==> config.mk <==
export PLATFORM = sky130hd
export DESIGN_NAME = lsce_queue
export DESIGN_NICKNAME = d
export VERILOG_FILES = /design/src/rtl/lsce_pkg.sv /design/src/rtl/lsce_queue.sv
export SDC_FILE = /design/constraint.sdc
export NUM_CORES = 1
export LEC_CHECK = 0
export ABC_AREA = 1
export BUFFER_PORTS_ARGS = -buffer_cell sky130_fd_sc_hd__buf_2
export CORE_MARGIN = 3
export CORE_UTILIZATION = 60
export DETAILED_ROUTE_END_ITERATION = 10
export GPL_ROUTABILITY_DRIVEN = 0
export GPL_TIMING_DRIVEN = 0
export HOLD_SLACK_MARGIN = 0.12
export PLACE_DENSITY = 0.82
export SLEW_MARGIN = 10
export SYNTH_ARGS = -nofsm -noshare
export SYNTH_HDL_FRONTEND = slang
export SYNTH_SLANG_ARGS = --single-unit
==> constraint.sdc <==
create_clock -name clk -period 3.7 [get_ports clk]
set_clock_uncertainty 0.1 [all_clocks]
set_input_delay 0.37 -clock clk [delete_from_list [all_inputs] [get_ports clk]]
set_output_delay 0.37 -clock clk [all_outputs]
set_load 0.01 [all_outputs]
==> src/rtl/lsce_pkg.sv <==
package lsce_pkg;

  // sample and output formats
  localparam int SAMPLE_BITS = 12;
  localparam int FRAC_BITS   = 8;
  localparam int NSENS       = 5;
  localparam int OUT_W       = 15;

  // calibration: s = 233<<GQ + gain*(adc - dark), gain = round(3037*2^GQ / D)
  localparam int GQ       = 12;
  localparam int GAIN_W   = 13;
  localparam int CAL_REF  = 3037;
  localparam int CAL_D0   = 3154;
  localparam int CAL_D1   = 3028;
  localparam int CAL_D2   = 3021;
  localparam int CAL_D3   = 3068;
  localparam int CAL_D4   = 3068;
  localparam int GAIN0    = (CAL_REF * (1 << GQ) * 2 + CAL_D0) / (2 * CAL_D0);
  localparam int GAIN1    = (CAL_REF * (1 << GQ) * 2 + CAL_D1) / (2 * CAL_D1);
  localparam int GAIN2    = (CAL_REF * (1 << GQ) * 2 + CAL_D2) / (2 * CAL_D2);
  localparam int GAIN3    = (CAL_REF * (1 << GQ) * 2 + CAL_D3) / (2 * CAL_D3);
  localparam int GAIN4    = (CAL_REF * (1 << GQ) * 2 + CAL_D4) / (2 * CAL_D4);
  localparam int GAIN_TAB [0:NSENS-1] = '{GAIN0, GAIN1, GAIN2, GAIN3, GAIN4};
  localparam int DARK_TAB [0:NSENS-1] = '{235, 230, 226, 234, 240};
  localparam int CAL_BIAS = 233 * (1 << GQ);

  // centroid weights and bias removal: (10000*num - 6986*den) / (7703*den)
  localparam int W_OUTER = 34;
  localparam int W_INNER = 17;
  localparam int K_NUM   = 10000;
  localparam int K_BIAS  = 6986;
  localparam int K_DIV   = 7703;

  // datapath widths
  localparam int CAL_W = SAMPLE_BITS + 1 + GAIN_W + 1;
  localparam int NUM_W = CAL_W + 8;
  localparam int DEN_W = CAL_W + 3;
  localparam int TOP_W = NUM_W + 15;
  localparam int BOT_W = DEN_W + 13;
  localparam int DVD_W = TOP_W + FRAC_BITS + 1;
  localparam int TQ_W  = OUT_W + 2;
  localparam int HI_W  = DVD_W - TQ_W;
  localparam int CMP_W = (HI_W > BOT_W) ? HI_W + 1 : BOT_W + 1;
  localparam int MAG_LIM = 1 << (OUT_W - 1);

  // queue between front and back (depth a power of two)
  localparam int QDEPTH = 4;
  localparam int QPTR_W = $clog2(QDEPTH);
  localparam int QCNT_W = $clog2(QDEPTH + 1);

  typedef struct packed {
    logic signed [NUM_W-1:0] num;
    logic signed [DEN_W-1:0] den;
    logic                    pos;
  } q_item_t;

  typedef struct packed {
    logic s1_vld;
    logic s2_vld;
  } front_stat_t;

  typedef struct packed {
    logic [QCNT_W-1:0] count;
    logic              empty;
  } queue_stat_t;

endpackage

==> src/rtl/lsce_queue.sv <==
module lsce_queue (
  input  logic                  clk,
  input  logic                  rst_n,
  input  logic                  push,
  input  lsce_pkg::q_item_t     push_item,
  input  logic                  pop,
  output lsce_pkg::q_item_t     pop_item,
  output lsce_pkg::queue_stat_t stat
);
  import lsce_pkg::*;

  q_item_t           ent_r [0:QDEPTH-1];
  logic [QPTR_W-1:0] wr_r;
  logic [QPTR_W-1:0] rd_r;
  logic [QCNT_W-1:0] cnt_r;
  logic [QCNT_W-1:0] cnt_nxt;

  always_comb begin
    cnt_nxt = cnt_r;
    if (push && !pop) cnt_nxt = cnt_r + QCNT_W'(1);
    if (!push && pop) cnt_nxt = cnt_r - QCNT_W'(1);
  end

  // pointers wrap naturally, depth is a power of two
  always_ff @(posedge clk) begin
    if (!rst_n) begin
      wr_r  <= '0;
      rd_r  <= '0;
      cnt_r <= '0;
    end else begin
      if (push) wr_r <= wr_r + QPTR_W'(1);
      if (pop)  rd_r <= rd_r + QPTR_W'(1);
      cnt_r <= cnt_nxt;
    end
  end

  always_ff @(posedge clk) begin
    if (push) ent_r[wr_r] <= push_item;
  end

  assign pop_item   = ent_r[rd_r];
  assign stat.count = cnt_r;
  assign stat.empty = (cnt_r == '0);

endmodule

### Word-level counts from Yosys, hierarchy flattened

Memory sizes are Yosys's and may differ from the RTL's. A register that Yosys moved wholly into a read port is not among the register bits.
Index checks and enable logic that the tools add are counted.

* flip-flop bits (word level): 7
* memory bits (writable): 264
* input bits: 70
* output and inout bits: 70
* word-level logic and storage cells: 20
* memories kept: 1

Memories
* ent_r: words 4, width 66, rd ports 1, clocked after memory_dff 1, write ports 1, RTL line lsce_queue.sv:12 `q_item_t ent_r [0:QDEPTH-1];`

* add/subtract/negate cells: 4
* muxes and demuxes: 6
* reductions and logical operators: 6

Operators by type and width (count)
* 2-to-1 mux 3 bit: 2
* adder 2 x 1 -> 2 bit, second input constant: 2
* 2-to-1 mux 2 bit: 2
* adder 3 x 1 -> 3 bit, second input constant: 1
* logical NOT 3 bit: 1
* subtractor 3 x 1 -> 3 bit, second input constant: 1
* logical AND 1 bit: 2
* logical NOT 1 bit: 2
* 2-to-1 mux 1 bit: 2
* nonzero test 2 bit: 1

### Depth between registers and ports, before layout

* depth in word-level cells: 4
* gate-level depth with buffers: 10
* mapped depth without buffers: 10

### Worst setup path before layout

No wires, ideal clock.

* path type: flip-flop to flip-flop
* start: register wr_r[0]
* end: memory ent_r[2][0] (netlist name) (enable)
* library setup time: 0.420 ns
* arrival time: 1.871 ns
* data required time: 3.180 ns
* setup slack: 1.309 ns
* stages on the path, launching flop included: 5
* buffers on the path: 0
* period minus slack after synthesis: 2.391 ns
* cells stage by stage: dfxtp_1 inv_1 ha_1 nand2_1 inv_1

RTL lines
* from (decl): RTL line lsce_queue.sv:13 `logic [QPTR_W-1:0] wr_r;`
* from (signal assigned): RTL line lsce_queue.sv:31 `if (push) wr_r <= wr_r + QPTR_W'(1);`
* to (decl): RTL line lsce_queue.sv:12

Straight into the memory's write port.

==> impl_metrics.ini <==
[outcome]
status = completed

[drt]
drc_errors = 0
vias_per_cell = 5.71
num_vias = 6753
detail-route-antenna-nets = 0
drt-total-wl_mm = 23.9
wl_per_cell_um = 20.3
dr.pass1.iters = 4
drt_iter0_markers = 508

[final_layout]
regArea_um2 = 8110
mostFrequentLayoutCells = edfxtp_1, buf_2, o21ai_0
nFillCells = 999
mostFrequentLayoutCell = edfxtp_1
drive_gt1_share_pct = 31.7
multi_input_area_um2 = 2350
area_growth_pct = 25.3
final_nets = 1010

[grt]
grt_pass1_wl_mm = 37.2
grt.overflow.total = 0
gr-usage-all-layers_pct = 24.1
grt_max_degree = 56
antenna_found_initial = 2
first_global_vias = 6949

[setup_path]
ff2ff_setup_slack_ns = 1.94
cp-end-kind = primary output
required_ns = 3.23
reg2reg_from = wr_r[0]$_SDFFE_PN0P_
r2r_cells = 5
rr_endpoint = ent_r[2][29]$_DFFE_PP_
arrival_ns = 2.44
crit_type = flip-flop to primary output
cp-start-kind = flip-flop
critPathMaxFanout = 10

[clock_tree]
cts_buffer_depth = 3
clk_pin_slew_worst_paths_ns = 0.06
cts_max_level = 1
clock-root-buffer = clkbuf_16
cts_tree = built
cts.sinks = 273
numCtsBuffers = 27
insertion_delay_ns = 0.51
post_cts_resized = 0

[floorplan]
fp.dieH_um = 140
placementRows = 48
core_area_um2 = 17500
initial_core_util_pct = 61.9
ios = 140
die_x_um = 140
die-area_um2 = 19700

[sta]
fmax_mhz = 344
post-route-period-util_pct = 78.6
min_period_ns = 2.91
relSlewSlack_pct = 57.5
hold_viol = 0
slew_violations = 0
fin_setup_tns_ns = 0
worstMarginPinSlew_ns = 0.638
setup_violations = 0
rsz0062_at_grt = false

[logic_synthesis]
avgSynthCellArea_um2 = 15.6
syn_nets = 770
synthDistinctLibCells = 25
synth-seq-area-share_pct = 75.0
synth_warnings = 0
synth_cells = 694
synth_area_um2 = 10800
ys_ff_latch = 273

[power]
ir_worst_vdd_mv = 0.544
pwr_density_cell_nw_per_um2 = 536
total_power_mw = 7.26
leakagePower_nw = 4.80

[hold_path]
min_path_type = input port to flip-flop
min-delay-start = push
holdPathEnd = wr_r[1]$_SDFFE_PN0P_
holdPathStages = 3

[flow_run]
cap_violations = 0

[place]
portBuffers = 139
hpwl_mm = 13.8
## power breakdown
group / internal, mW / total [mW] / switching (mW)
registers: 3.53 / 3.57 / 0.0391
clock network: 1.80 / 2.89 / 1.09
logic: 0.312 / 0.803 / 0.491
total: 5.64 / 7.26 / 1.62
## cells by family (layout without fill, tap and decap cells)
group | after synthesis | in the layout | share of synthesized area (%)
DFF | 273 | 273 | 75.0
and+or+nand+nor | 147 | 147 | 8.06
buffers and inverters | 59 | 319 | 3.33
other | 0 | 3 | 0
AOI/OAI and AO/OA | 209 | 209 | 12.9
adders and majority gates | 6 | 6 | 0.763
## synthesized netlist by cell type, drive strengths merged
master	n	area share, %
a21oi	5	0.23
buf	20	1.9
clkbuf	22	0.76
dfxtp	9	1.7
edfxtp	264	73
fa	1	0.19
ha	5	0.58
inv	17	0.64
nand2	9	0.31
nand3	1	0.046
nand4	1	0.058
nor2	135	7.6
nor3	1	0.046
o21ai	138	6.5
o22ai	66	6.1
## metal layers
metal	part of all wire, %	track usage, %	wire, µm	up-vias
li1	-	-	-	3099
met1	39	31.9	9430	3336
met2	52	41.9	12400	263
met3	6.6	4.10	1580	55
met4	2.4	6.58	580	0
met5	0	0	0	-
## flip-flops by register name (all words and copies together) (netlist names), named ones only
name and count:
cnt_r 3, ent_r 264, wr_r 2, rd_r 2
## layout make-up
class / count / share of cell area [%]
buffer: 42 / 2.15
clock inverter: 15 / 1.70
multi-input combinational: 362 / 17.3
inverter: 17 / 0.582
sequential: 273 / 59.8
clock buffer: 34 / 5.33
timing repair buffer: 211 / 11.0
antenna: 3 / 0.0554
tap: 225 / 2.08
## worst max-delay path, cell delays in order (launching register included)
cell and delay, ns:
dfxtp_1 0.46, buf_6 0.24, inv_6 0.10, clkbuf_1 0.50, o21ai_0 0.20, o22ai_1 0.23, buf_2 0.18
## per-stage QoR
stage,setup slack [ns],area (µm²),util [%],instances,hold WS [ns]
floorplan,1.31,10800,-,694,0.312
detailed placement,1.42,11900,68.2,1062,0.335
global placement,0.337,11800,67.5,1058,0.329
finish,0.792,13600,77.6,1182,0.161
CTS,0.888,13500,77.5,1179,0.126
global route,0.750,13600,77.5,1181,0.178
## worst max path at each step
stage / to / cells after the start / from
detailed placement: pop_item[34] / 6 / flip-flop
global route: pop_item[39] / 6 / flip-flop
finish: pop_item[34] / 6 / flip-flop
CTS: pop_item[34] / 6 / flip-flop
global placement: ent_r[0][18]$_DFFE_PP_ / 4 / wr_r[0]$_SDFFE_PN0P_
floorplan: ent_r[2][0]$_DFFE_PP_ / 4 / wr_r[0]$_SDFFE_PN0P_
## timing repair
action,4_1_cts,5_1_grt
buffers inserted,0,0
hold buffers,68,0
hold endpoints to repair,273,0
Note: power is estimated with default switching activity, not from simulation.
