### src/rtl/lsce_pkg.sv
package lsce_pkg;

  // sample and output formats
  localparam int SAMPLE_BITS = 12;
  localparam int FRAC_BITS   = 8;
  localparam int NSENS       = 5;
  localparam int OUT_W       = 15;

  // calibration: s = 233<<GQ + gain*(adc - dark), gain = round(3037*2^GQ / D)
  localparam int GQ       = 12;
  localparam int GAIN_W   = 13;
  localparam int CAL_REF  = 3037;
  localparam int CAL_D0   = 3154;
  localparam int CAL_D1   = 3028;
  localparam int CAL_D2   = 3021;
  localparam int CAL_D3   = 3068;
  localparam int CAL_D4   = 3068;
  localparam int GAIN0    = (CAL_REF * (1 << GQ) * 2 + CAL_D0) / (2 * CAL_D0);
  localparam int GAIN1    = (CAL_REF * (1 << GQ) * 2 + CAL_D1) / (2 * CAL_D1);
  localparam int GAIN2    = (CAL_REF * (1 << GQ) * 2 + CAL_D2) / (2 * CAL_D2);
  localparam int GAIN3    = (CAL_REF * (1 << GQ) * 2 + CAL_D3) / (2 * CAL_D3);
  localparam int GAIN4    = (CAL_REF * (1 << GQ) * 2 + CAL_D4) / (2 * CAL_D4);
  localparam int GAIN_TAB [0:NSENS-1] = '{GAIN0, GAIN1, GAIN2, GAIN3, GAIN4};
  localparam int DARK_TAB [0:NSENS-1] = '{235, 230, 226, 234, 240};
  localparam int CAL_BIAS = 233 * (1 << GQ);

  // centroid weights and bias removal: (10000*num - 6986*den) / (7703*den)
  localparam int W_OUTER = 34;
  localparam int W_INNER = 17;
  localparam int K_NUM   = 10000;
  localparam int K_BIAS  = 6986;
  localparam int K_DIV   = 7703;

  // datapath widths
  localparam int CAL_W = SAMPLE_BITS + 1 + GAIN_W + 1;
  localparam int NUM_W = CAL_W + 8;
  localparam int DEN_W = CAL_W + 3;
  localparam int TOP_W = NUM_W + 15;
  localparam int BOT_W = DEN_W + 13;
  localparam int DVD_W = TOP_W + FRAC_BITS + 1;
  localparam int TQ_W  = OUT_W + 2;
  localparam int HI_W  = DVD_W - TQ_W;
  localparam int CMP_W = (HI_W > BOT_W) ? HI_W + 1 : BOT_W + 1;
  localparam int MAG_LIM = 1 << (OUT_W - 1);

  // queue between front and back (depth a power of two)
  localparam int QDEPTH = 4;
  localparam int QPTR_W = $clog2(QDEPTH);
  localparam int QCNT_W = $clog2(QDEPTH + 1);

  typedef struct packed {
    logic signed [NUM_W-1:0] num;
    logic signed [DEN_W-1:0] den;
    logic                    pos;
  } q_item_t;

  typedef struct packed {
    logic s1_vld;
    logic s2_vld;
  } front_stat_t;

  typedef struct packed {
    logic [QCNT_W-1:0] count;
    logic              empty;
  } queue_stat_t;

endpackage

### src/rtl/lsce_front.sv
module lsce_front (
  input  logic                                                  clk,
  input  logic                                                  rst_n,
  input  logic                                                  in_take,
  input  logic [lsce_pkg::NSENS-1:0][lsce_pkg::SAMPLE_BITS-1:0] in_smp,
  output logic                                                  push,
  output lsce_pkg::q_item_t                                     push_item,
  output lsce_pkg::front_stat_t                                 stat
);
  import lsce_pkg::*;

  logic signed [CAL_W-1:0] cal_r   [0:NSENS-1];
  logic signed [CAL_W-1:0] cal_nxt [0:NSENS-1];
  logic                    v1_r;
  logic                    v2_r;
  q_item_t                 item_r;
  q_item_t                 item_nxt;
  logic signed [NUM_W-1:0] d40;
  logic signed [NUM_W-1:0] d31;
  logic signed [DEN_W-1:0] sum;

  // stage 1: per-sensor dark offset and gain
  always_comb begin
    for (int i = 0; i < NSENS; i++) begin
      cal_nxt[i] = CAL_W'(($signed(CAL_W'(in_smp[i])) - CAL_W'(DARK_TAB[i]))
                          * CAL_W'(GAIN_TAB[i]) + CAL_W'(CAL_BIAS));
    end
  end

  // stage 2: weighted centroid numerator and sum
  always_comb begin
    d40 = NUM_W'(cal_r[4]) - NUM_W'(cal_r[0]);
    d31 = NUM_W'(cal_r[3]) - NUM_W'(cal_r[1]);
    sum = '0;
    for (int i = 0; i < NSENS; i++) begin
      sum = sum + DEN_W'(cal_r[i]);
    end
    item_nxt.num = NUM_W'(-(W_OUTER * d40) - W_INNER * d31);
    item_nxt.den = sum;
    item_nxt.pos = !sum[DEN_W-1] && (sum != '0);
  end

  always_ff @(posedge clk) begin
    if (!rst_n) begin
      v1_r <= 1'b0;
      v2_r <= 1'b0;
    end else begin
      v1_r <= in_take;
      v2_r <= v1_r;
    end
  end

  always_ff @(posedge clk) begin
    if (in_take) begin
      for (int i = 0; i < NSENS; i++) cal_r[i] <= cal_nxt[i];
    end
    if (v1_r) begin
      item_r <= item_nxt;
    end
  end

  assign push        = v2_r;
  assign push_item   = item_r;
  assign stat.s1_vld = v1_r;
  assign stat.s2_vld = v2_r;

endmodule

### config.mk
export PLATFORM = sky130hd
export DESIGN_NAME = lsce_front
export DESIGN_NICKNAME = d
export VERILOG_FILES = /design/src/rtl/lsce_pkg.sv /design/src/rtl/lsce_front.sv
export SDC_FILE = /design/constraint.sdc
export NUM_CORES = 2
export LEC_CHECK = 0
export ABC_AREA = 1
export CORE_ASPECT_RATIO = 0.7
export CORE_MARGIN = 3
export CORE_UTILIZATION = 61
export DETAILED_ROUTE_END_ITERATION = 12
export DONT_BUFFER_PORTS = 1
export GPL_TIMING_DRIVEN = 0
export PLACE_DENSITY = 0.8
export REMOVE_ABC_BUFFERS = 1
export SETUP_SLACK_MARGIN = 0.2
export SLEW_MARGIN = 30
export SYNTH_ARGS = -nofsm -noshare
export SYNTH_HDL_FRONTEND = slang
export SYNTH_SLANG_ARGS = --single-unit
### constraint.sdc
create_clock -name clk -period 6.7 [get_ports clk]
set_input_delay 1.005 -clock clk [delete_from_list [all_inputs] [get_ports clk]]
set_output_delay 1.005 -clock clk [all_outputs]
set_load 0.005 [all_outputs]
# Word level (Yosys, flattened, before mapping)
# Memories as Yosys holds them, arrays and structs flattened.
# Cells that the tools add are included.
[word_totals]
regBits = 68
latchBits = 0
ram_bits = 135
rom_bits = 0
out_inout_bits = 69
mem_count = 1
[op_classes]
addsub = 18
n_mul = 7
div = 0
magnitude_cmp = 0
n_eq_ne = 0
shift = 0
mux = 2
bitwise = 0
n_reduce_logical = 3
[memory_table]
columns = ["memory", "words", "width", "rd", "rd_clocked_by_memory_dff", "write_ports", "line_no", "source"]
rows = [
  ["cal_r", 5, 27, 5, 0, 5, "lsce_front.sv:12", "logic signed [CAL_W-1:0] cal_r [0:NSENS-1];"],
]
[op_table]
columns = ["op", "count"]
rows = [
  ["adder 26 x 21 -> 27 bit, second input constant", 3],
  ["multiplier 13 x 13 -> 26 bit, second input constant", 3],
  ["multiplier 6 x 28 -> 34 bit, first input constant", 2],
  ["subtractor 12 x 8 -> 13 bit, second input constant", 5],
  ["subtractor 27 x 27 -> 28 bit", 2],
  ["adder 27 x 21 -> 27 bit, second input constant", 2],
  ["negation 35 bit", 1],
  ["subtractor 35 x 34 -> 35 bit", 1],
  ["adder 29 x 27 -> 30 bit", 1],
  ["adder 30 x 27 -> 30 bit", 1],
  ["nonzero test 30 bit", 1],
  ["adder 28 x 27 -> 29 bit", 1],
  ["adder 27 x 27 -> 28 bit", 1],
  ["multiplier 13 x 12 -> 25 bit, second input constant", 1],
  ["multiplier 13 x 10 -> 23 bit, second input constant", 1],
  ["2-to-1 mux 1 bit", 2],
  ["logical AND 1 bit", 1],
  ["zero test 1 bit", 1],
]

# Longest topological paths before layout
# An unclocked memory read counts as a cell.
[logic_depth]
ltp_word = 7
ltp_mapped = 44

# Least setup slack after synthesis
# No wires, ideal clock.
[synth_path]
path_type = "input port to flip-flop"
start = "input port in_smp[37] (netlist bit)"
end = "memory cal_r[0][107] (netlist bit) (data pin)"
setup_time_ns = 0.279
arrival_time_ns = 6.885
required_ns = 6.421
path_slack_ns = -0.464
cell_stages = 28
n_path_buf = 0
cell_sequence = "inv_1 > ha_1 > nor2_1 > nor2_1 > nor2_1 > nand3_1 > nand2_1 > nor2_1 > nand2_1 > xor2_1 > inv_1 > fa_1 > inv_1 > fa_1 > fa_1 > fa_1 > fa_1 > fa_1 > ha_1 > a21oi_1 > o21ai_0 > nor2_1 > nand3_1 > nand3_1 > nand2_1 > nand3_1 > nand2_1 > xor2_1"
[synth_rtl]
columns = ["element", "line_no", "source"]
rows = [
  ["start, declared", "lsce_front.sv:5", "input logic [lsce_pkg::NSENS-1:0][lsce_pkg::SAMPLE_BITS-1:0] in_smp,"],
  ["end, declared", "lsce_front.sv:12", ""],
]

==> results.cfg <==
[critical_path]
crit_type = reg2reg
critPathTopFamily = adder cells
max_stage_delay_ns = 0.56
end_kind = flip-flop
cpMostUsedCell = inv_2
crit_arrival_ns = 7.32
cp.required_ns = 6.99
cp_num_buf_inv = 8
start_kind = flip-flop
slowest_stage = fa_1
worstPathMaxFanout = 6

[final_layout]
fin_util_pct = 71.9
drive_above_1_share_pct = 15.3
nets = 5529
n_fill_cell = 4134
area_delta_synth_final_pct = 16.1
final_cell_count_no_fill = 5233

[floorplanning]
ios = 132
die_w_um = 297
fp-row-count = 74
fp.dieH_um = 210
initial_utilization_pct = 62.0
core-area_um2 = 58500
dieArea_um2 = 62400

[yosys]
ys_warn_count = 0
yosysTopAreaCell = ha_1
synth_cell_types = 56
yosysMostFrequentCell = inv_1
ys_top_cells_by_area = ha_1 22%, fa_1 22%, edfxtp_1 16%
synthArstFlopShare_pct = 0
yosysSeqAreaShare_pct = 16.3
synth-edff-count = 195
synthesis.area_um2 = 36300
ys_ff_latch = 197
synth_ff_type = edfxtp_1
avgSynthCellArea_um2 = 8.54
synthTopCellsByCount = 933 x inv_1, 725 x nand2_1, 647 x ha_1, 398 x fa_1, 247 x a21oi_1
synth_top_area_share_pct = 22.3
syn_inst = 4246

[clock_tree]
cts-root-buf = clkbuf_16
cts_hold_buf = 0
cts_tree = done
htree_levels = 4
clk_latency_ns = 0.52
cts_buffers = 17
clkTransAtPathRegs_ns = 0.09
clk_path_buf_depth = 2
cts.sinks = 197

[grt]
grt_start_max_net_pins = 131
overflow = 0
antenna_found_initial = 1
grt_pass1_wl_mm = 151
grt_pass1_vias = 28579
grt_usage_pct = 30.8

[sta]
hold-worst-slack_ns = 0.576
setup_viol = 9
fin_crit_ns = 7.04
skew_ns = 0.0209
hold_violations = 0
fmax_mhz = 142
finalWorstSetupSlack_ns = -0.337
rsz0062_at_grt = true
timing.slew.headroom_pct = 58.7
slew_viol_final = 0
period_share_pct = 105
worst_pin_slew_ns = 0.619

[run_status]
status = complete, but fails checks
violations = setup timing

[place]
post-place-ws_ns = -1.46
gp_congestion = 0.989
place_hpwl_mm = 79.9
placed_cells = 5040
io_buffers = 0

[worst_hold_path]
hold_class = in2reg

[route]
drtIter0Drc = 2424
drtPass1Iterations = 7
routed_wl_mm = 102
ant_nets = 0
drc = 0
via_count = 29852
via_per_inst = 5.70
drt-wirelength-per-cell_um = 19.6

[run]
cap_violations = 0
-- cells in the final DEF, fill, tap and decap left out, types with 6 or more instances in the layout --
master	count
ha_1	551
clkbuf_16	17
o21bai_1	14
nand2_1	666
edfxtp_1	195
a21oi_2	46
a21oi_4	16
a21oi_1	191
xor2_1	143
nand3b_1	15
nor3_4	7
nor2_2	31
buf_4	148
o21ai_2	19
buf_6	12
fa_1	390
fa_2	8
nand2_4	18
xor2_4	16
clkinv_8	6
nand3_1	145
o21ai_1	21
nand4_1	67
inv_2	31
a21o_1	24
ha_4	80
nand2_2	64
nor2_4	16
xor2_2	17
xnor2_1	73
nand3_4	6
nor3_2	6
o21ai_0	88
nand3_2	23
nor3_1	26
inv_1	898
o21a_1	12
xnor2_2	12
ha_2	16
nor2_1	201
-- stage by stage --
| step | cell area, um^2 | TNS [ns] |
|---|---|---|
| 6_report | 42100 | -1.42 |
| 4_1_cts | 39700 | 0 |
| 2_1_floorplan | 36200 | -2.34 |
| 5_1_grt | 42100 | -3.20 |
| 3_3_place_gp | 37200 | -43.23 |
| 3_5_place_dp | 37300 | -39.99 |
-- sequential cells by signal, indices dropped and copies added, names as in the netlist --
name       flops
cal_r        129
push_item     66
v1_r           1
push           1
-- final cells by class --
class                   instances  area (um^2)  area share (%)
multi-input cells            3108        29700            70.6
flip-flops and latches        197         5900            14.0
inverters                     934         3530            8.39
repair buffers                163         1310            3.10
well taps                     798          998            2.37
clock buffers                  17          425            1.01
clock inverters                15          194           0.461
diodes                          1         2.50         0.00594
-- logic make-up (layout without fill, tap and decap cells) --
group | Yosys count | count (layout) | synth area share (%)
AOI/OAI and AO/OA | 487 | 487 | 7.54
xor gates and xnor gates | 266 | 266 | 6.63
adders and majority gates | 1045 | 1045 | 44.3
buffers and inverters | 942 | 1129 | 9.78
DFF | 197 | 197 | 16.3
other | 1 | 3 | 0.0103
and+or+nand+nor | 1308 | 1308 | 15.5
-- worst paths after layout --
path / start / slack (ns) / endpoint / cells after the start
hold reg to reg: v1_r / 0.72 / push_item[65] / 0
hold / removal: rst_n / 0.58 / push / 2
setup reg to reg: cal_r[0][6] / -0.34 / push_item[65] / 39
setup / recovery: cal_r[0][6] / -0.34 / push_item[65] / 39
-- layer usage --
layer	part of all wire, %	vias to the layer above	track usage [%]	wire (um)
met3	8.7	232	6.78	8950
met5	0	-	0	0
met2	44	1266	47.0	45200
met4	3.8	0	9.28	3870
met1	43	14354	44.5	44300
li1	-	14000	-	-
-- timing repair --
item                                    4_1_cts  5_1_grt
setup buffers                                67       93
pin swaps                                    82      184
endpoints found under the setup margin       50       54
gates resized for setup                     236      345
Power is not shown: default switching activity piles up to over one toggle a cycle in this logic, so the estimate is an artifact.
