<file path="config.mk">
export PLATFORM = sky130hd
export DESIGN_NAME = lsce_back
export DESIGN_NICKNAME = d
export VERILOG_FILES = /design/src/rtl/lsce_pkg.sv /design/src/rtl/lsce_back.sv
export SDC_FILE = /design/constraint.sdc
export NUM_CORES = 2
export LEC_CHECK = 0
export BUFFER_PORTS_ARGS = -buffer_cell sky130_fd_sc_hd__buf_4
export CAP_MARGIN = 25
export CORE_AREA = 2 2 296 591
export DETAILED_ROUTE_END_ITERATION = 12
export DIE_AREA = 0 0 298 593
export GPL_ROUTABILITY_DRIVEN = 0
export PLACE_DENSITY = 0.79
export SLEW_MARGIN = 25
export SYNTH_ARGS = -nofsm -noshare
export SYNTH_HDL_FRONTEND = slang
export SYNTH_SLANG_ARGS = --single-unit
</file>
<file path="constraint.sdc">
create_clock -name clk -period 7.8 [get_ports clk]
set_input_delay 0.78 -clock clk [delete_from_list [all_inputs] [get_ports clk]]
set_output_delay 0.78 -clock clk [all_outputs]
set_load 0.02 [all_outputs]
</file>
<file path="src/rtl/lsce_pkg.sv">
package lsce_pkg;

  // sample and output formats
  localparam int SAMPLE_BITS = 12;
  localparam int FRAC_BITS   = 8;
  localparam int NSENS       = 5;
  localparam int OUT_W       = 15;

  // calibration: s = 233<<GQ + gain*(adc - dark), gain = round(3037*2^GQ / D)
  localparam int GQ       = 12;
  localparam int GAIN_W   = 13;
  localparam int CAL_REF  = 3037;
  localparam int CAL_D0   = 3154;
  localparam int CAL_D1   = 3028;
  localparam int CAL_D2   = 3021;
  localparam int CAL_D3   = 3068;
  localparam int CAL_D4   = 3068;
  localparam int GAIN0    = (CAL_REF * (1 << GQ) * 2 + CAL_D0) / (2 * CAL_D0);
  localparam int GAIN1    = (CAL_REF * (1 << GQ) * 2 + CAL_D1) / (2 * CAL_D1);
  localparam int GAIN2    = (CAL_REF * (1 << GQ) * 2 + CAL_D2) / (2 * CAL_D2);
  localparam int GAIN3    = (CAL_REF * (1 << GQ) * 2 + CAL_D3) / (2 * CAL_D3);
  localparam int GAIN4    = (CAL_REF * (1 << GQ) * 2 + CAL_D4) / (2 * CAL_D4);
  localparam int GAIN_TAB [0:NSENS-1] = '{GAIN0, GAIN1, GAIN2, GAIN3, GAIN4};
  localparam int DARK_TAB [0:NSENS-1] = '{235, 230, 226, 234, 240};
  localparam int CAL_BIAS = 233 * (1 << GQ);

  // centroid weights and bias removal: (10000*num - 6986*den) / (7703*den)
  localparam int W_OUTER = 34;
  localparam int W_INNER = 17;
  localparam int K_NUM   = 10000;
  localparam int K_BIAS  = 6986;
  localparam int K_DIV   = 7703;

  // datapath widths
  localparam int CAL_W = SAMPLE_BITS + 1 + GAIN_W + 1;
  localparam int NUM_W = CAL_W + 8;
  localparam int DEN_W = CAL_W + 3;
  localparam int TOP_W = NUM_W + 15;
  localparam int BOT_W = DEN_W + 13;
  localparam int DVD_W = TOP_W + FRAC_BITS + 1;
  localparam int TQ_W  = OUT_W + 2;
  localparam int HI_W  = DVD_W - TQ_W;
  localparam int CMP_W = (HI_W > BOT_W) ? HI_W + 1 : BOT_W + 1;
  localparam int MAG_LIM = 1 << (OUT_W - 1);

  // queue between front and back (depth a power of two)
  localparam int QDEPTH = 4;
  localparam int QPTR_W = $clog2(QDEPTH);
  localparam int QCNT_W = $clog2(QDEPTH + 1);

  typedef struct packed {
    logic signed [NUM_W-1:0] num;
    logic signed [DEN_W-1:0] den;
    logic                    pos;
  } q_item_t;

  typedef struct packed {
    logic s1_vld;
    logic s2_vld;
  } front_stat_t;

  typedef struct packed {
    logic [QCNT_W-1:0] count;
    logic              empty;
  } queue_stat_t;

endpackage

</file>
<file path="src/rtl/lsce_back.sv">
module lsce_back (
  input  logic                                clk,
  input  logic                                rst_n,
  input  logic                                pop,
  input  lsce_pkg::q_item_t                   pop_item,
  output logic                                res_vld,
  output logic signed [lsce_pkg::OUT_W-1:0]   res_offset,
  output logic                                res_ok
);
  import lsce_pkg::*;

  typedef struct packed {
    logic             pos;
    logic             neg;
    logic             ovf;
    logic [BOT_W-1:0] rem;
    logic [BOT_W-1:0] bot;
    logic [TQ_W-1:0]  dlo;
    logic [TQ_W-1:0]  quo;
  } div_stage_t;

  // one restoring step: bring in the next dividend bit, subtract if it fits
  function automatic div_stage_t div_step(input div_stage_t s);
    div_stage_t       r;
    logic [BOT_W:0]   trial;
    logic             qbit;
    r     = s;
    trial = {s.rem, s.dlo[TQ_W-1]};
    qbit  = (trial >= {1'b0, s.bot});
    if (qbit) begin
      r.rem = BOT_W'(trial - {1'b0, s.bot});
    end else begin
      r.rem = BOT_W'(trial);
    end
    r.dlo = s.dlo << 1;
    r.quo = {s.quo[TQ_W-2:0], qbit};
    return r;
  endfunction

  logic signed [TOP_W-1:0] pnum_r;
  logic signed [TOP_W-1:0] pden_r;
  logic [BOT_W-1:0]        bot1_r;
  logic                    pos1_r;
  logic                    b1_v_r;

  logic signed [TOP_W-1:0] top_nxt;
  logic [TOP_W-1:0]        mag_nxt;
  logic [TOP_W-1:0]        mag2_r;
  logic                    neg2_r;
  logic [BOT_W-1:0]        bot2_r;
  logic                    pos2_r;
  logic                    b2_v_r;

  logic [DVD_W-1:0]        dvd;
  logic [HI_W-1:0]         dvd_hi;
  div_stage_t              stg0_nxt;
  div_stage_t              stg_r   [0:TQ_W];
  logic                    vld_r   [0:TQ_W];

  div_stage_t              fin;
  logic [TQ_W:0]           t_inc;
  logic [TQ_W-1:0]         q_rnd;
  logic [TQ_W-1:0]         q_lim;
  logic [TQ_W-1:0]         q_sat;
  logic [TQ_W-1:0]         q_neg;
  logic signed [OUT_W-1:0] off_nxt;
  logic signed [OUT_W-1:0] off_r;
  logic                    ok_r;
  logic                    out_v_r;

  // B2: signed numerator, magnitude and sign
  always_comb begin
    top_nxt = pnum_r - pden_r;
    mag_nxt = top_nxt[TOP_W-1] ? TOP_W'(-top_nxt) : TOP_W'(top_nxt);
  end

  // B3: scaled dividend; a high part not below the divisor means saturation
  always_comb begin
    dvd           = DVD_W'(mag2_r) << (FRAC_BITS + 1);
    dvd_hi        = HI_W'(dvd >> TQ_W);
    stg0_nxt.pos  = pos2_r;
    stg0_nxt.neg  = neg2_r;
    stg0_nxt.ovf  = (CMP_W'(dvd_hi) >= CMP_W'(bot2_r));
    stg0_nxt.rem  = BOT_W'(dvd_hi);
    stg0_nxt.bot  = bot2_r;
    stg0_nxt.dlo  = dvd[TQ_W-1:0];
    stg0_nxt.quo  = '0;
  end

  // output: round half away from zero, then clamp to the field
  always_comb begin
    fin     = stg_r[TQ_W];
    t_inc   = {1'b0, fin.quo} + (TQ_W+1)'(1);
    q_rnd   = t_inc[TQ_W:1];
    q_lim   = fin.neg ? TQ_W'(MAG_LIM) : TQ_W'(MAG_LIM - 1);
    q_sat   = (fin.ovf || (q_rnd > q_lim)) ? q_lim : q_rnd;
    q_neg   = TQ_W'(0) - q_sat;
    off_nxt = '0;
    if (fin.pos) begin
      off_nxt = fin.neg ? $signed(q_neg[OUT_W-1:0]) : $signed(q_sat[OUT_W-1:0]);
    end
  end

  always_ff @(posedge clk) begin
    if (!rst_n) begin
      b1_v_r  <= 1'b0;
      b2_v_r  <= 1'b0;
      out_v_r <= 1'b0;
      for (int k = 0; k <= TQ_W; k++) vld_r[k] <= 1'b0;
    end else begin
      b1_v_r   <= pop;
      b2_v_r   <= b1_v_r;
      vld_r[0] <= b2_v_r;
      for (int k = 1; k <= TQ_W; k++) vld_r[k] <= vld_r[k-1];
      out_v_r  <= vld_r[TQ_W];
    end
  end

  always_ff @(posedge clk) begin
    // B1: constant products
    pnum_r   <= TOP_W'(TOP_W'(pop_item.num) * TOP_W'(K_NUM));
    pden_r   <= TOP_W'(TOP_W'(pop_item.den) * TOP_W'(K_BIAS));
    bot1_r   <= BOT_W'(BOT_W'(pop_item.den) * BOT_W'(K_DIV));
    pos1_r   <= pop_item.pos;
    mag2_r   <= mag_nxt;
    neg2_r   <= top_nxt[TOP_W-1];
    bot2_r   <= bot1_r;
    pos2_r   <= pos1_r;
    stg_r[0] <= stg0_nxt;
    for (int k = 1; k <= TQ_W; k++) stg_r[k] <= div_step(stg_r[k-1]);
    off_r    <= off_nxt;
    ok_r     <= fin.pos;
  end

  assign res_vld    = out_v_r;
  assign res_offset = out_v_r ? off_r : '0;
  assign res_ok     = out_v_r ? ok_r : 1'b0;

endmodule

</file>
# Word level (Yosys, flattened, before mapping)
# Memories as Yosys holds them, arrays and structs flattened. A register that Yosys moved wholly into a read port is not among the register bits.
# Cells that the tools add are included.
# Widths: inputs -> output; s select.
[totals]
ff_bits = 252
ramBits = 2214
elab_cells = 121
memories = 2
[op_classes]
add_sub_neg = 21
n_mul = 3
magnitude_cmp = 19
mux = 43
bitwise_logic = 18
reduce_logical = 2
[mem_list]
columns = ["name", "words", "width", "rd", "rd_clocked_by_memory_dff", "wr", "line_no", "source"]
rows = [
  ["stg_r", 18, 122, 18, 0, 18, "lsce_back.sv:57", "div_stage_t stg_r [0:TQ_W];"],
  ["vld_r", 18, 1, 18, 1, 18, "lsce_back.sv:58", "logic vld_r [0:TQ_W];"],
]
[op_table]
columns = ["cell", "count"]
rows = [
  ["$ge 44x43->1", 17],
  ["$mux 43", 17],
  ["$sub 43x43->43", 17],
  ["$mux 15", 4],
  ["$neg 50->50", 1],
  ["$sub 50x50->50", 1],
  ["$mux 49", 1],
  ["$mul 35x11->46 const B", 1],
  ["$ge 42x43->1", 1],
  ["$mul 30x13->43 const B", 1],
  ["$mul 30x14->43 const B", 1],
  ["$mux 1", 21],
  ["$add 17x1->18 const B", 1],
  ["$or 1x1->1", 18],
  ["$gt 17x15->1", 1],
  ["$sub 1x15->15 const A", 1],
  ["$logic_not 1->1", 1],
  ["$logic_or 1x1->1", 1],
]

# Depth between registers and ports, before layout
# An unclocked memory read counts as a cell.
[logic_depth]
depth_word = 7
ltp_mapped = 26
mapped_depth_nobuf = 25

# Worst setup path before layout
# OpenSTA, ideal clock, no wires.
[synth_path]
path_type = "input -> register"
startpoint = "input port pop_item[2] (netlist bit)"
endpoint = "register bot1_r[41]"
setup_ns = 0.072
arrival_ns = 6.146
t_required_ns = 7.728
setup_slack_ns = 1.582
cell_stages = 24
path_buffers = 0
cell_sequence = "ha_1 > xor2_1 > ha_1 > or2_2 > ha_1 > xor2_1 > fa_1 > fa_1 > inv_1 > fa_1 > inv_1 > ha_1 > nand2_1 > nor2_1 > nand3_1 > o211ai_1 > o21bai_1 > a41oi_1 > o211ai_1 > o41a_1 > and2_1 > a211oi_1 > o31a_1 > xnor2_1"
[synth_between]
elab_chain_len = 1
[synth_lines]
columns = ["item", "line_no", "source"]
rows = [
  ["start, declared", "lsce_back.sv:5", "input lsce_pkg::q_item_t pop_item,"],
  ["$mul 30x14->43", "lsce_back.sv:123", "bot1_r <= BOT_W'(BOT_W'(pop_item.den) * BOT_W'(K_DIV));"],
  ["end signal, assigned", "lsce_back.sv:123", ""],
  ["end, declared", "lsce_back.sv:42", "logic [BOT_W-1:0] bot1_r;"],
]
# Every way passes these cells.
# A chain may end at the register's enable or synchronous reset.

==> reports/metrics.yaml <==
die:
  coreArea_mm2: 0.1724
  start_util_pct: 64.68
  die_area_mm2: 0.1767
  die_y_um: 593
  rows: 216
  io_pins: 86
  die_w_um: 298
sta:
  fmax_mhz: 154.6
  slew_violations: 0
  period_share_pct: 82.91
  setup_tns_ns: 0
  period_minus_slack_ns: 6.467
  setup_viol: 0
  rsz0062_at_grt: "false"
  finalHoldViolCount: 0
  relSlewSlack_pct: 20.47
  finalClockSkew_ns: 0.05829
  worst_slew_pin_slew_ns: 1.193
clock_network:
  numCtsBuffers: 175
  root_buffer: "clkbuf_16"
  post_cts.repair.setup_buffers: 0
  cts-hold-fix-buffers: 0
  clk_pin_slew_ns: 0.07
  clkSinkCount: 1951
  post_cts_resize_count: 0
  cts_tree: "built"
  clockBufferDepth: 4
  clkLatencyLatePin_ns: 0.84
  htreeDepth: 4
setup_path:
  cp_slowest_cell: "a211oi_1"
  cp_data_required_time_ns: 8.43
  critPathBufInv: 2
  cp_top_family: "compound AO/OA/AOI/OAI gates"
  max_stage_delay_ns: 0.77
  path_class: "flip-flop to flip-flop"
  worstPathArrival_ns: 7.10
  worstSetupPathDepth: 24
  timing.rr.start: "stg_r[17][0]"
  cp_max_fo: 18
  reg2regPathDepth: 24
  worstSetupEndpointType: "flip-flop"
  crit_chain: "ha_1, nand3_1, or3_1, xor2_1, inv_1, ha_1, nand4_1, o21a_1, o21ai_0, a21o_1, a21oi_1, o21ai_1, buf_4, nand2_1, o21ai_0, ha_1, nand2_1, nor3_1, and3_1, nand3_1, or3_1, o21ai_0, xor2_1, a211oi_1"
  crit-reg2reg-capture: "off_r[12]"
  ff2ff_setup_slack_ns: 1.33
  start_kind: "flip-flop"
global_routing:
  antenna_found_initial: 22
  grt-ovfl-total: 0
  grt_pass1_vias: 82810
  grt_usage_pct: 30.93
  grt_max_degree: 82
  grt_pass1_wl_mm: 439.1
synthesis:
  synthArstFlopShare_pct: 0
  ys_warn_count: 0
  yosys-top-cells-count: "dfxtp_1 (1951), inv_1 (1706), ha_1 (1283), a21oi_1 (889), nand2_1 (732)"
  yosysMostFrequentCell: "dfxtp_1"
  synth_cell_type_count: 109
  yosysTopAreaCellShare_pct: 35.02
  syn_inst: 12120
  ys_seq_area_share_pct: 35.02
  yosysTopAreaCell: "dfxtp_1"
  syn_area_per_cell_um2: 9.201
  synth_area_leaders: "dfxtp_1 (35%), ha_1 (14%), fa_1 (7.1%), inv_1 (5.7%), xnor2_1 (4.1%)"
  synth-main-ff-cell: "dfxtp_1"
  syn_nets: 13870
  synth_edf_count: 0
  netlist_area_mm2: 0.1115
  ys_seq_elements: 1951
finish:
  drive_gt1_share_pct: 6.098
  area_growth_pct: 7.988
  nFillCells: 13050
  fin_util_pct: 69.84
  final_nets: 13940
drt:
  wire_per_inst_um: 19.11
  first_pass_iters: 6
  dr_wl_met3_mm: 19.19
  drt_wl_total_mm: 279.3
  top_layer_used: "met5"
  m1WireLength_mm: 118.3
  drt_iter0_markers: 7198
  num_vias: 85440
  route.met2.wl_mm: 129.3
  drc_errors: 0
  antenna_left: 0
  viasPerCell: 5.845
min_path:
  worstHoldStart: "pop_item[0]"
  hold_path.class: "input pin to flip-flop"
  hold_end: "pos1_r"
  min_path_cells: 1
place:
  post-dp-hpwl_mm: 222.4
  io_buffers: 85
flow_run:
  maxCapViolCount: 0
outcome:
  status: "complete, no violations"
==> kinds of logic (layout without fill, tap and decap cells) <==
kind of cell	Yosys count	after routing	share of synthesized area, %
AO/OA/AOI/OAI	2947	2947	16.72
XOR/XNOR	847	847	6.652
adder cells (fa/ha/maj)	1680	1680	21.52
buffers and inverters	1930	2125	6.525
flip-flops	1951	1951	35.02
multiplexers	271	271	2.704
other	0	14	0
AND/OR/NAND/NOR	2494	2494	10.85
==> worst max path at each step <==
stage / slack (ns) / endpoint / start
2_1_floorplan: 1.58 / bot1_r[41] / pop_item[2]
3_3_place_gp: 0.77 / pden_r[48] / pop_item[2]
3_5_place_dp: 0.68 / pden_r[48] / pop_item[2]
4_1_cts: 1.50 / off_r[12] / stg_r[17][0]
5_1_grt: 0.83 / off_r[12] / stg_r[17][1]
6_report: 1.33 / off_r[12] / stg_r[17][0]
==> registers in the layout, summed over array words and instances (netlist names) <==
register and flops:
stg_r 1689, mag2_r 48, pnum_r 46, bot1_r 43, bot2_r 43, pden_r 42
vld_r 18, off_r 15, b1_v_r 1, b2_v_r 1, neg2_r 1, ok_r 1
pos1_r 1, pos2_r 1, res_vld 1
==> cells in the final DEF, fill, tap and decap left out, types with 161 or more instances in the layout <==
master	n
clkbuf_16	176
a21o_1	511
dfxtp_1	1951
fa_1	397
ha_1	1283
xor2_1	322
inv_1	1706
a21oi_1	888
nand3_1	161
xnor2_1	525
o21ai_0	668
mux2_2	242
nand2_1	731
nor2_1	617
==> area by class of cell <==
type                    count  area (um^2)  share of cell area, %
well taps                2289         2864                  2.378
flip-flops and latches   1951        39060                  32.43
clock inverters            99         1252                  1.040
multi-input cells        8239        65310                  54.23
diodes                     14        35.03                0.02909
inverters                1709         6415                  5.327
repair buffers            110        825.8                 0.6857
clock buffers             207         4671                  3.878
==> metal layers <==
metal / GRT usage, % / up-vias
li1: - / 41430
met1: 40.13 / 40250
met2: 52.14 / 3066
met3: 3.903 / 682
met4: 12.81 / 18
met5: 0 / -
==> through the flow <==
step	area, um^2	hold slack (ns)	cells	setup WS [ns]
4_1_cts	120400	0.01372	14600	1.504
2_1_floorplan	111500	0.3096	12120	1.582
6_report	120400	0.05144	14620	1.333
5_1_grt	120400	0.03279	14610	0.8281
3_3_place_gp	114500	0.3099	14300	0.7736
3_5_place_dp	114500	0.3121	14300	0.6818
Power is left out: the tool's default activity adds up to more than one toggle a clock period on the data nets, which glitch-free logic cannot reach.
